File: config.mk
export PLATFORM = sky130hd
export DESIGN_NAME = cable_lock_actuator_sequencer_flat
export DESIGN_NICKNAME = d
export VERILOG_FILES = /design/src/sv/clas_pkg.sv /design/src/sv/clas_in_if.sv /design/src/sv/clas_out_if.sv /design/src/sv/clas_cfg_regs.sv /design/src/sv/clas_in_stage.sv /design/src/sv/clas_core.sv /design/src/sv/clas_out_stage.sv /design/src/sv/cable_lock_actuator_sequencer.sv /design/src/flat_wrapper.sv
export SDC_FILE = /design/constraint.sdc
export NUM_CORES = 1
export LEC_CHECK = 0
export BUFFER_PORTS_ARGS = -buffer_cell sky130_fd_sc_hd__buf_2
export CAP_MARGIN = 10
export CORE_UTILIZATION = 50
export DETAILED_ROUTE_END_ITERATION = 10
export HOLD_SLACK_MARGIN = 0.02
export PLACE_DENSITY = 0.75
export REMOVE_ABC_BUFFERS = 1
export SYNTH_ARGS = -nofsm -noshare
export SYNTH_HDL_FRONTEND = slang
export SYNTH_SLANG_ARGS = --single-unit
File: constraint.sdc
create_clock -name clk_i -period 4.87 [get_ports clk_i]
set_clock_uncertainty 0.2 [all_clocks]
set_input_delay 0.487 -clock clk_i [delete_from_list [all_inputs] [get_ports clk_i]]
set_output_delay 0.487 -clock clk_i [all_outputs]
set_load 0.1 [all_outputs]
File: src/sv/clas_pkg.sv
// Types and constants of the cable lock actuator sequencer.
package clas_pkg;

  typedef enum logic [1:0] {
    LT_DISABLED = 2'd0,
    LT_SOLENOID = 2'd1,
    LT_MOTOR    = 2'd2
  } lock_type_e;

  typedef enum logic [1:0] {
    CFG_LOCK_TYPE   = 2'd0,
    CFG_PULSE_TICKS = 2'd1,
    CFG_OFF_TICKS   = 2'd2,
    CFG_RETRY_TICKS = 2'd3
  } cfg_idx_e;

  // Pin pair {A, B}.
  typedef enum logic [1:0] {
    PINS_LOCK   = 2'b01,
    PINS_UNLOCK = 2'b10,
    PINS_OFF    = 2'b11
  } pins_e;

  localparam int unsigned CFG_DATA_W = 16;
  localparam int unsigned TICK_W     = 12;
  localparam int unsigned ELAPSED_W  = 16;

  localparam logic [1:0]           RST_LOCK_TYPE   = 2'd0;
  localparam logic [TICK_W-1:0]    RST_PULSE_TICKS = 12'd600;
  localparam logic [TICK_W-1:0]    RST_OFF_TICKS   = 12'd100;
  localparam logic [ELAPSED_W-1:0] RST_RETRY_TICKS = 16'd5000;

  typedef struct packed {
    logic [1:0]           lock_type;
    logic [TICK_W-1:0]    pulse_ticks;
    logic [TICK_W-1:0]    off_ticks;
    logic [ELAPSED_W-1:0] retry_ticks;
  } cfg_t;

  typedef struct packed {
    logic lock_request;
    logic unlock_request;
    logic sense_level;
  } in_t;

  typedef struct packed {
    logic drive_a;
    logic drive_b;
    logic unlock_busy;
    logic lock_busy;
  } out_t;

endpackage

File: src/sv/clas_in_if.sv
// Input channel: request levels and sense pin.
interface clas_in_if;
  logic valid;
  logic ready;
  logic lock_request;
  logic unlock_request;
  logic sense_level;

  modport source(output valid, lock_request, unlock_request, sense_level, input ready);
  modport sink(input valid, lock_request, unlock_request, sense_level, output ready);
endinterface

File: src/sv/clas_out_if.sv
// Output channel: actuator pin levels and job status.
interface clas_out_if;
  logic valid;
  logic ready;
  logic drive_a;
  logic drive_b;
  logic unlock_busy;
  logic lock_busy;

  modport source(output valid, drive_a, drive_b, unlock_busy, lock_busy, input ready);
  modport sink(input valid, drive_a, drive_b, unlock_busy, lock_busy, output ready);
endinterface

File: src/sv/clas_cfg_regs.sv
// Configuration register file.
module clas_cfg_regs (
  input  logic                                clk_i,
  input  logic                                rst_ni,
  input  logic                                cfg_we_i,
  input  clas_pkg::cfg_idx_e                  cfg_idx_i,
  input  logic [clas_pkg::CFG_DATA_W-1:0]     cfg_data_i,
  output clas_pkg::cfg_t                      cfg_o
);
  import clas_pkg::*;

  cfg_t cfg_q, cfg_d;

  always_comb begin
    cfg_d = cfg_q;
    if (cfg_we_i) begin
      unique case (cfg_idx_i)
        CFG_LOCK_TYPE:   cfg_d.lock_type   = cfg_data_i[1:0];
        CFG_PULSE_TICKS: cfg_d.pulse_ticks = cfg_data_i[TICK_W-1:0];
        CFG_OFF_TICKS:   cfg_d.off_ticks   = cfg_data_i[TICK_W-1:0];
        CFG_RETRY_TICKS: cfg_d.retry_ticks = cfg_data_i[ELAPSED_W-1:0];
        default: ;
      endcase
    end
  end

  always_ff @(posedge clk_i or negedge rst_ni) begin
    if (!rst_ni) begin
      cfg_q.lock_type   <= RST_LOCK_TYPE;
      cfg_q.pulse_ticks <= RST_PULSE_TICKS;
      cfg_q.off_ticks   <= RST_OFF_TICKS;
      cfg_q.retry_ticks <= RST_RETRY_TICKS;
    end else begin
      cfg_q <= cfg_d;
    end
  end

  assign cfg_o = cfg_q;
endmodule

File: src/sv/clas_in_stage.sv
// Input register that takes one beat per cycle while it is empty or its beat is being taken.
module clas_in_stage (
  input  logic           clk_i,
  input  logic           rst_ni,
  clas_in_if.sink        in_i,
  input  logic           take_i,
  output logic           valid_o,
  output clas_pkg::in_t  data_o
);
  import clas_pkg::*;

  logic valid_q, valid_d;
  in_t  data_q;
  logic accept;

  assign in_i.ready = !valid_q || take_i;
  assign accept     = in_i.valid && in_i.ready;

  always_comb begin
    valid_d = valid_q;
    if (accept) begin
      valid_d = 1'b1;
    end else if (take_i) begin
      valid_d = 1'b0;
    end
  end

  always_ff @(posedge clk_i or negedge rst_ni) begin
    if (!rst_ni) begin
      valid_q <= 1'b0;
    end else begin
      valid_q <= valid_d;
    end
  end

  always_ff @(posedge clk_i) begin
    if (accept) begin
      data_q.lock_request   <= in_i.lock_request;
      data_q.unlock_request <= in_i.unlock_request;
      data_q.sense_level    <= in_i.sense_level;
    end
  end

  assign valid_o = valid_q;
  assign data_o  = data_q;
endmodule

File: src/sv/clas_core.sv
// Job state and per-tick sequencing logic.
module clas_core (
  input  logic            clk_i,
  input  logic            rst_ni,
  input  clas_pkg::cfg_t  cfg_i,
  input  logic            step_i,
  input  clas_pkg::in_t   data_i,
  output clas_pkg::out_t  result_o
);
  import clas_pkg::*;

  typedef struct packed {
    logic                 armed;
    logic [ELAPSED_W-1:0] elapsed;
    pins_e                pins;
  } job_t;

  // One tick of a running job.
  function automatic job_t run_job(logic [ELAPSED_W-1:0] e, cfg_t c, logic sense,
                                   logic finish, pins_e drive);
    job_t                 r;
    logic [TICK_W:0]      drive_off_end;
    logic                 bump;
    drive_off_end = {1'b0, c.pulse_ticks} + {1'b0, c.off_ticks};
    r.armed   = 1'b1;
    r.elapsed = e;
    r.pins    = PINS_OFF;
    bump      = 1'b1;
    if (e < {{(ELAPSED_W-TICK_W){1'b0}}, c.pulse_ticks}) begin
      r.pins = drive;
    end else if (e >= {{(ELAPSED_W-TICK_W-1){1'b0}}, drive_off_end}) begin
      if (sense == finish) begin
        r.armed = 1'b0;
        bump    = 1'b0;
      end else if (e > c.retry_ticks) begin
        r.elapsed = '0;
        bump      = 1'b0;
      end
    end
    if (bump && (e != {ELAPSED_W{1'b1}})) begin
      r.elapsed = e + ELAPSED_W'(1);
    end
    return r;
  endfunction

  logic                 u_armed_q, u_armed_d, l_armed_q, l_armed_d;
  logic [ELAPSED_W-1:0] u_el_q, u_el_d, l_el_q, l_el_d;
  logic                 prev_u_q, prev_l_q;
  pins_e                pins_q, pins_d;

  logic                 enabled, locked_level;
  logic                 u_arm, l_arm;
  logic [ELAPSED_W-1:0] u_el, l_el;
  job_t                 u_job, l_job;

  assign enabled      = (cfg_i.lock_type == LT_SOLENOID) || (cfg_i.lock_type == LT_MOTOR);
  assign locked_level = (cfg_i.lock_type == LT_MOTOR);

  always_comb begin
    // Sample request edges: rising arms and restarts, low drops.
    u_arm = u_armed_q;
    u_el  = u_el_q;
    if (data_i.unlock_request && !prev_u_q) begin
      u_arm = 1'b1;
      u_el  = '0;
    end else if (!data_i.unlock_request) begin
      u_arm = 1'b0;
    end
    l_arm = l_armed_q;
    l_el  = l_el_q;
    if (data_i.lock_request && !prev_l_q) begin
      l_arm = 1'b1;
      l_el  = '0;
    end else if (!data_i.lock_request) begin
      l_arm = 1'b0;
    end

    u_job = run_job(u_el, cfg_i, data_i.sense_level, !locked_level, PINS_UNLOCK);
    l_job = run_job(l_el, cfg_i, data_i.sense_level, locked_level, PINS_LOCK);

    u_armed_d = u_arm;
    l_armed_d = l_arm;
    u_el_d    = u_el;
    l_el_d    = l_el;
    pins_d    = pins_q;
    if (!enabled) begin
      u_armed_d = 1'b0;
      l_armed_d = 1'b0;
      u_el_d    = u_el_q;
      l_el_d    = l_el_q;
      pins_d    = PINS_OFF;
    end else if (u_arm) begin
      u_armed_d = u_job.armed;
      u_el_d    = u_job.elapsed;
      pins_d    = u_job.pins;
      if (l_arm) begin
        l_el_d = '0;
      end
    end else if (l_arm) begin
      l_armed_d = l_job.armed;
      l_el_d    = l_job.elapsed;
      pins_d    = l_job.pins;
    end
  end

  always_ff @(posedge clk_i or negedge rst_ni) begin
    if (!rst_ni) begin
      u_armed_q <= 1'b0;
      l_armed_q <= 1'b0;
      u_el_q    <= '0;
      l_el_q    <= '0;
      prev_u_q  <= 1'b0;
      prev_l_q  <= 1'b0;
      pins_q    <= PINS_OFF;
    end else if (step_i) begin
      u_armed_q <= u_armed_d;
      l_armed_q <= l_armed_d;
      u_el_q    <= u_el_d;
      l_el_q    <= l_el_d;
      prev_u_q  <= data_i.unlock_request;
      prev_l_q  <= data_i.lock_request;
      pins_q    <= pins_d;
    end
  end

  assign result_o.drive_a     = pins_d[1];
  assign result_o.drive_b     = pins_d[0];
  assign result_o.unlock_busy = u_armed_d;
  assign result_o.lock_busy   = l_armed_d;
endmodule

File: src/sv/clas_out_stage.sv
// Result register that holds a beat until the sink takes it.
module clas_out_stage (
  input  logic            clk_i,
  input  logic            rst_ni,
  input  logic            load_i,
  input  clas_pkg::out_t  data_i,
  output logic            room_o,
  clas_out_if.source      out_o
);
  import clas_pkg::*;

  logic valid_q, valid_d;
  out_t data_q;

  assign room_o = !valid_q || out_o.ready;

  always_comb begin
    valid_d = valid_q;
    if (load_i) begin
      valid_d = 1'b1;
    end else if (out_o.ready) begin
      valid_d = 1'b0;
    end
  end

  always_ff @(posedge clk_i or negedge rst_ni) begin
    if (!rst_ni) begin
      valid_q <= 1'b0;
    end else begin
      valid_q <= valid_d;
    end
  end

  always_ff @(posedge clk_i) begin
    if (load_i) begin
      data_q <= data_i;
    end
  end

  assign out_o.valid       = valid_q;
  assign out_o.drive_a     = data_q.drive_a;
  assign out_o.drive_b     = data_q.drive_b;
  assign out_o.unlock_busy = data_q.unlock_busy;
  assign out_o.lock_busy   = data_q.lock_busy;
endmodule

File: src/sv/cable_lock_actuator_sequencer.sv
// An accepted beat waits in the input register and its result is loaded into the result register
// when the beat advances. One beat per cycle while the result register has room; the job state
// register closes its loop on each advance. While a result waits in the output register, the
// input register takes at most one more beat and then holds ready low until the result is taken.
// Reset (async, active low) clears both jobs, request history and valid flags,
// sets the pins off and loads the default configuration.
module cable_lock_actuator_sequencer (
  input  logic                             clk_i,
  input  logic                             rst_ni,
  input  logic                             cfg_we_i,
  input  clas_pkg::cfg_idx_e               cfg_idx_i,
  input  logic [clas_pkg::CFG_DATA_W-1:0]  cfg_data_i,
  clas_in_if.sink                          in_i,
  clas_out_if.source                       out_o
);
  import clas_pkg::*;

  cfg_t cfg;
  in_t  in_data;
  out_t result;
  logic in_valid, room, step;

  // Advance a beat when the result register can take it.
  assign step = in_valid && room;

  clas_cfg_regs u_cfg (
    .clk_i, .rst_ni, .cfg_we_i, .cfg_idx_i, .cfg_data_i, .cfg_o(cfg)
  );

  clas_in_stage u_in (
    .clk_i, .rst_ni, .in_i, .take_i(step), .valid_o(in_valid), .data_o(in_data)
  );

  clas_core u_core (
    .clk_i, .rst_ni, .cfg_i(cfg), .step_i(step), .data_i(in_data), .result_o(result)
  );

  clas_out_stage u_out (
    .clk_i, .rst_ni, .load_i(step), .data_i(result), .room_o(room), .out_o
  );
endmodule

File: src/flat_wrapper.sv
// flat-port wrapper written by rule: the top's interface ports become plain ports
module cable_lock_actuator_sequencer_flat import clas_pkg::*;
  (clk_i, rst_ni, cfg_we_i, cfg_idx_i, cfg_data_i, in_i_valid, in_i_lock_request, in_i_unlock_request, in_i_sense_level, in_i_ready, out_o_valid, out_o_drive_a, out_o_drive_b, out_o_unlock_busy, out_o_lock_busy, out_o_ready);
  clas_in_if in_i_i ();
  clas_out_if out_o_i ();
  input  logic clk_i;
  input  logic rst_ni;
  input  logic cfg_we_i;
  input  clas_pkg::cfg_idx_e cfg_idx_i;
  input  logic [clas_pkg::CFG_DATA_W-1:0] cfg_data_i;
  input wire logic [$bits(in_i_i.valid)-1:0] in_i_valid;
  input wire logic [$bits(in_i_i.lock_request)-1:0] in_i_lock_request;
  input wire logic [$bits(in_i_i.unlock_request)-1:0] in_i_unlock_request;
  input wire logic [$bits(in_i_i.sense_level)-1:0] in_i_sense_level;
  output wire logic [$bits(in_i_i.ready)-1:0] in_i_ready;
  output wire logic [$bits(out_o_i.valid)-1:0] out_o_valid;
  output wire logic [$bits(out_o_i.drive_a)-1:0] out_o_drive_a;
  output wire logic [$bits(out_o_i.drive_b)-1:0] out_o_drive_b;
  output wire logic [$bits(out_o_i.unlock_busy)-1:0] out_o_unlock_busy;
  output wire logic [$bits(out_o_i.lock_busy)-1:0] out_o_lock_busy;
  input wire logic [$bits(out_o_i.ready)-1:0] out_o_ready;
  assign in_i_i.valid = in_i_valid;
  assign in_i_i.lock_request = in_i_lock_request;
  assign in_i_i.unlock_request = in_i_unlock_request;
  assign in_i_i.sense_level = in_i_sense_level;
  assign in_i_ready = in_i_i.ready;
  assign out_o_valid = out_o_i.valid;
  assign out_o_drive_a = out_o_i.drive_a;
  assign out_o_drive_b = out_o_i.drive_b;
  assign out_o_unlock_busy = out_o_i.unlock_busy;
  assign out_o_lock_busy = out_o_i.lock_busy;
  assign out_o_i.ready = out_o_ready;
  cable_lock_actuator_sequencer u_core (.clk_i(clk_i), .rst_ni(rst_ni), .cfg_we_i(cfg_we_i), .cfg_idx_i(cfg_idx_i), .cfg_data_i(cfg_data_i), .in_i(in_i_i), .out_o(out_o_i));
endmodule
# Word level (Yosys, flattened, before mapping)
# Cells that the tools add are included.
# totals
ff_bits	89
input_bits	26
wordCells	104
# classes
addsub	3
magnitude_cmp	6
eq_ne	9
mux	44
reduce_logical	22
# ops
op	count
two-way mux 16 bit	12
two-way mux 17 bit	4
adder 16 x 1 -> 16 bit (second input constant)	2
greater-or-equal comparator 16 x 13 -> 1 bit	2
greater-than comparator 16 bit	2
less-than comparator 16 x 12 -> 1 bit	2
!= test 16 bit (second input constant)	2
two-way mux 1 bit	24
adder 12 x 12 -> 13 bit	1
AND reduction 2 bit	5
two-way mux 2 bit	4
== test 2 bit (second input constant)	3
logical AND 1 bit	6
logical NOT 1 bit	5
== test 2 x 1 -> 1 bit (second input constant)	2
nonzero test 2 bit	2
logical OR 1 bit	3
== test 1 bit	2
logical NOT 2 bit	1

# Logic depth before layout (Yosys ltp)
# depth
ltp_word	12
depth_mapped	21

# Modules after synthesis
# Synthesis repeated with hierarchy kept, for this count alone.
# unflattened
hier_cells	729
hier_area_um2	6956.7
# modules_own_cells
mod	instances	cells_each	area_each_um2
clas_core	1	623	5029.8
clas_cfg_regs	1	91	1609.0
clas_out_stage	1	7	167.7
clas_in_stage	1	7	143.9
cable_lock_actuator_sequencer	1	1	6.3

# Least setup slack after synthesis
# No wires, ideal clock.
# synth_path
path_kind	flip-flop to flip-flop
from	register u_core.u_cfg.cfg_q, in the netlist u_core.u_cfg.cfg_o[18]
to	register u_core.u_core.u_el_q[7]
setup_ns	0.143
arrival_ns	4.117
required_ns	4.527
slack_ns	0.410
stages_incl_launch_ff	20
n_path_buf	1
synth_period_minus_slack_ns	4.460
cell_sequence	dfstp_2 > ha_1 > nor2b_1 > o21ai_0 > nand2b_1 > a21o_1 > a21o_1 > a31oi_1 > o211ai_1 > xnor2_1 > ha_1 > a21o_1 > a21oi_1 > o211ai_1 > o211ai_1 > a221oi_4 > or2_1 > buf_2 > o41ai_1 > a21oi_1
# synth_via
elab_chain_cells	7
# synth_rtl
element	line	text
start, declared	clas_cfg_regs.sv:12	cfg_t cfg_q, cfg_d;
start signal, assigned	clas_cfg_regs.sv:34	cfg_q <= cfg_d;
adder 12 x 12 -> 13 bit *	clas_core.sv:24	drive_off_end = {1'b0, c.pulse_ticks} + {1'b0, c.off_ticks};
greater-or-equal comparator 16 x 13 -> 1 bit *	clas_core.sv:31	end else if (e >= {{(ELAPSED_W-TICK_W-1){1'b0}}, drive_off_end}) begin
two-way mux 1 bit	clas_core.sv:31	
two-way mux 1 bit	clas_core.sv:29	if (e < {{(ELAPSED_W-TICK_W){1'b0}}, c.pulse_ticks}) begin
logical AND 1 bit	clas_core.sv:40	if (bump && (e != {ELAPSED_W{1'b1}})) begin
two-way mux 16 bit *	clas_core.sv:40	
two-way mux 16 bit *	clas_core.sv:92	end else if (u_arm) begin
end signal, assigned	clas_core.sv:118	u_el_q <= u_el_d;
end, declared	clas_core.sv:47	logic [ELAPSED_W-1:0] u_el_q, u_el_d, l_el_q, l_el_d;
# Mark *: on every way between the ends. The rest lies on a longest branch, timed or not.
# A chain may end at the register's enable or synchronous reset.

# Worst setup path after layout
# layout_path
from	register u_core.u_cfg.cfg_q, in the netlist u_core.u_cfg.cfg_o[18]
to	register u_core.u_core.u_el_q[8]
# Same word-level chain as after synthesis.

==> out/results.txt <==
status - finished clean
CP startpoint kind - flop
Post-Route M1 WL - 8020 µm
ys async rst share - 92.1%
LEAKAGE - 3.47 nW
share of the synthesized area in the top cell type - 25.0%
drt pass-1 iters - 5
DPL Wire Length - 13900 µm
Worst R2R Path Depth - 19
Mapped Cells - 702
Setup violations, final - 0
FF-to-FF Start - u_core.u_cfg.cfg_o[18]
CP endpoint kind - flop
Layout fillers - 1196
Synth area leaders - dfrtp_1 (25%), ha_1 (17%), mux2_2 (7.5%), dfstp_2 (5.4%), nand2_1 (3.4%)
Row Count - 42
CTS tree - done
sequential area share after synthesis - 33.5%
Final Hold Fails - 0
via/cell ratio - 6.23
final WL - 18100 µm
Worst Hold Class - in2async
Max VDD drop - 265 µV
Mapped Area - 6800 µm²
NumNets Final - 866
area post-placement - 7190 µm²
Die H - 119 µm
critical setup path kind - reg2reg
post-route ant nets - 0
share of cells above drive strength 1 - 19.9%
number of library cell types mapped by synthesis - 81
Post-CTS Hold Fix Bufs - 0
Yosys Warn Count - 0
Max H-tree Level - 3
Pins Over Slew Limit - 0
RD Place Congestion - 0.942
Synth Register Bits - 89
most frequent cells in the layout - ha_1 (95), dfrtp_1 (68), nand2_1 (61)
initial core utilization - 51.4%
clock root buffer - clkbuf_16
WL/cell - 19.6 µm
Post-synth EDFFs - 7
Rel. slew slack - 22.1%
DIE AREA - 14100 µm²
average size of a mapped cell - 9.69 µm²
largest net degree at the start of global routing - 83
vias in the first global route - 5873
Num CTS Buffers - 9
Final WS setup - 0.208 ns
num ports - 32
Buffers on Ports - 31
Worst-Margin Slew - 1.17 ns
drt drc - 0
global-route wire length before repair - 29500 µm
post-route cell area - 7590 µm²
Critical Path RT - 4.91 ns
most common cell after layout, fill and taps aside - ha_1
Clock transition at path regs - 0.07 ns
DR WL met2 - 8430 µm
total grt overflow - 0
pre-CTS setup slack - -0.00111 ns
Fin Setup TNS - 0 ns
fin crit share - 95.7%
R2R Setup Slk - 0.21 ns
worst reg2reg endpoint - u_core.u_core.u_el_q[8]
data arrival time of the worst path - 4.70 ns
final core utilization - 57.3%
P&R area growth vs syn - 11.5%
Core ar. - 13200 µm²
hold_ws - 0.0748 ns
max-cap check violation count - 0
RSZ-0062 raised after global routing - no
clk sink count - 89
Total GRT Usage - 26.8%
Crit Path Max Fanout - 8
Max Used Layer - met4
clock tree buffer depth - 2
Power Density - 414 nW/µm²
initial antenna violation count - 0
Fmax achieved - 215 MHz
diode count - 0
clk_lat worst skew - 0.36 ns
met3 routed WL - 995 µm
via count - 5761
Top FF cell, synth - dfrtp_1
crit path time final - 4.66 ns
initial drt markers - 581
Die X - 119 µm
cell taking the most area after synthesis - dfrtp_1
==> kinds of logic after synthesis <==
logic type      count (synthesis)  synth area share (%)
simple gates                  224                  17.7
compound gates                163                  17.4
fa+ha+maj                      96                  17.8
flops                          89                  33.5
buf+inv                        67                  3.90
mux                            45                  7.45
xor+xnor                       18                  2.32
==> worst max path at each step <==
stage	startpoint	to	slack, ns	depth (start not counted)
after floorplan	u_core.u_cfg.cfg_o[18]	u_core.u_core.u_el_q[13]	0.38	18
after global placement	u_core.u_cfg.cfg_o[28]	u_core.u_core.l_el_q[8]	0.08	22
after detailed placement	u_core.u_cfg.cfg_o[28]	u_core.u_core.u_el_q[13]	-0.001	20
after CTS	u_core.u_cfg.cfg_o[28]	u_core.u_core.l_el_q[8]	0.03	22
after global routing	u_core.u_cfg.cfg_o[18]	u_core.u_core.u_el_q[8]	0.0002	19
final	u_core.u_cfg.cfg_o[18]	u_core.u_core.u_el_q[8]	0.21	19
==> flip-flops by register name, summed over array words and instances (netlist names), 2 cells and up <==
register / flops
u_core.u_cfg.cfg_o: 42
u_core.u_in.data_o: 3
u_core.u_core.pins_q: 2
u_core.u_core.l_el_q: 16
u_core.u_core.u_el_q: 16
==> cell type report <==
cell class / instances / area [µm²] / area share (%)
multi-input combinational: 547 / 4300 / 56.6
sequential: 89 / 2280 / 30.1
timing repair buffer: 47 / 290 / 3.83
clock buffer: 9 / 225 / 2.97
tap: 176 / 220 / 2.90
inverter: 50 / 188 / 2.47
clock inverter: 7 / 86.3 / 1.14
==> where the power goes <==
group,switching (W),internal (W)
logic,0.000843,0.000576
registers,0.000101,0.000884
clock network,0.000328,0.000408
total,0.00127,0.00187
==> layer usage <==
layer | track usage [%] | up-vias
li1 | - | 2708
met1 | 34.7 | 2814
met2 | 43.2 | 199
met3 | 4.39 | 40
met4 | 13.8 | 0
met5 | 0 | -
==> per-stage QoR <==
| stage | total power (W) | cells |
|---|---|---|
| after floorplan | 0.00192 | 685 |
| after global placement | 0.00225 | 902 |
| after detailed placement | 0.00232 | 902 |
| after CTS | 0.00307 | 918 |
| after global routing | 0.00334 | 925 |
| final | 0.00314 | 925 |
==> repair_timing <==
action	4_1_cts	5_1_grt
pin swaps	0	6
gates resized for setup	1	8
buffers inserted	0	6
gates cloned	0	1
endpoints found under the setup margin	2	31
==> cells in the mapped netlist, drive strengths merged (4+ instances only) <==
| cell | n |
|---|---|
| o211ai | 11 |
| a22o | 6 |
| o21bai | 5 |
| nor4 | 5 |
| and2 | 20 |
| and4 | 4 |
| nor3 | 12 |
| nand3 | 28 |
| clkbuf | 9 |
| dfrtp | 68 |
| nor3b | 4 |
| a21o | 13 |
| nand2 | 62 |
| o311ai | 4 |
| a21oi | 42 |
| edfxtp | 7 |
| inv | 49 |
| and3 | 4 |
| xnor2 | 13 |
| a31oi | 7 |
| o21ai | 26 |
| or2 | 5 |
| o31ai | 8 |
| or4 | 4 |
| dfstp | 14 |
| ha | 95 |
| buf | 8 |
| xor2 | 5 |
| nor2b | 8 |
| nor2 | 29 |
| nand4 | 19 |
| nand2b | 8 |
| mux2 | 45 |
==> worst max-delay path, stage by stage, from the launching register on <==
cell,delay (ns)
dfstp_2,0.53
ha_1,0.26
nor2b_1,0.15
o21ai_0,0.16
nand2b_1,0.11
a21o_1,0.19
a21o_1,0.22
a31oi_4,0.22
o211ai_1,0.15
xnor2_1,0.26
ha_1,0.29
a21o_1,0.18
a21oi_1,0.20
o211ai_1,0.12
o211ai_1,0.19
buf_4,0.16
a221oi_4,0.09
or4_1,0.59
a21oi_1,0.17
o22ai_1,0.10
(Power assumes the default switching activity.)
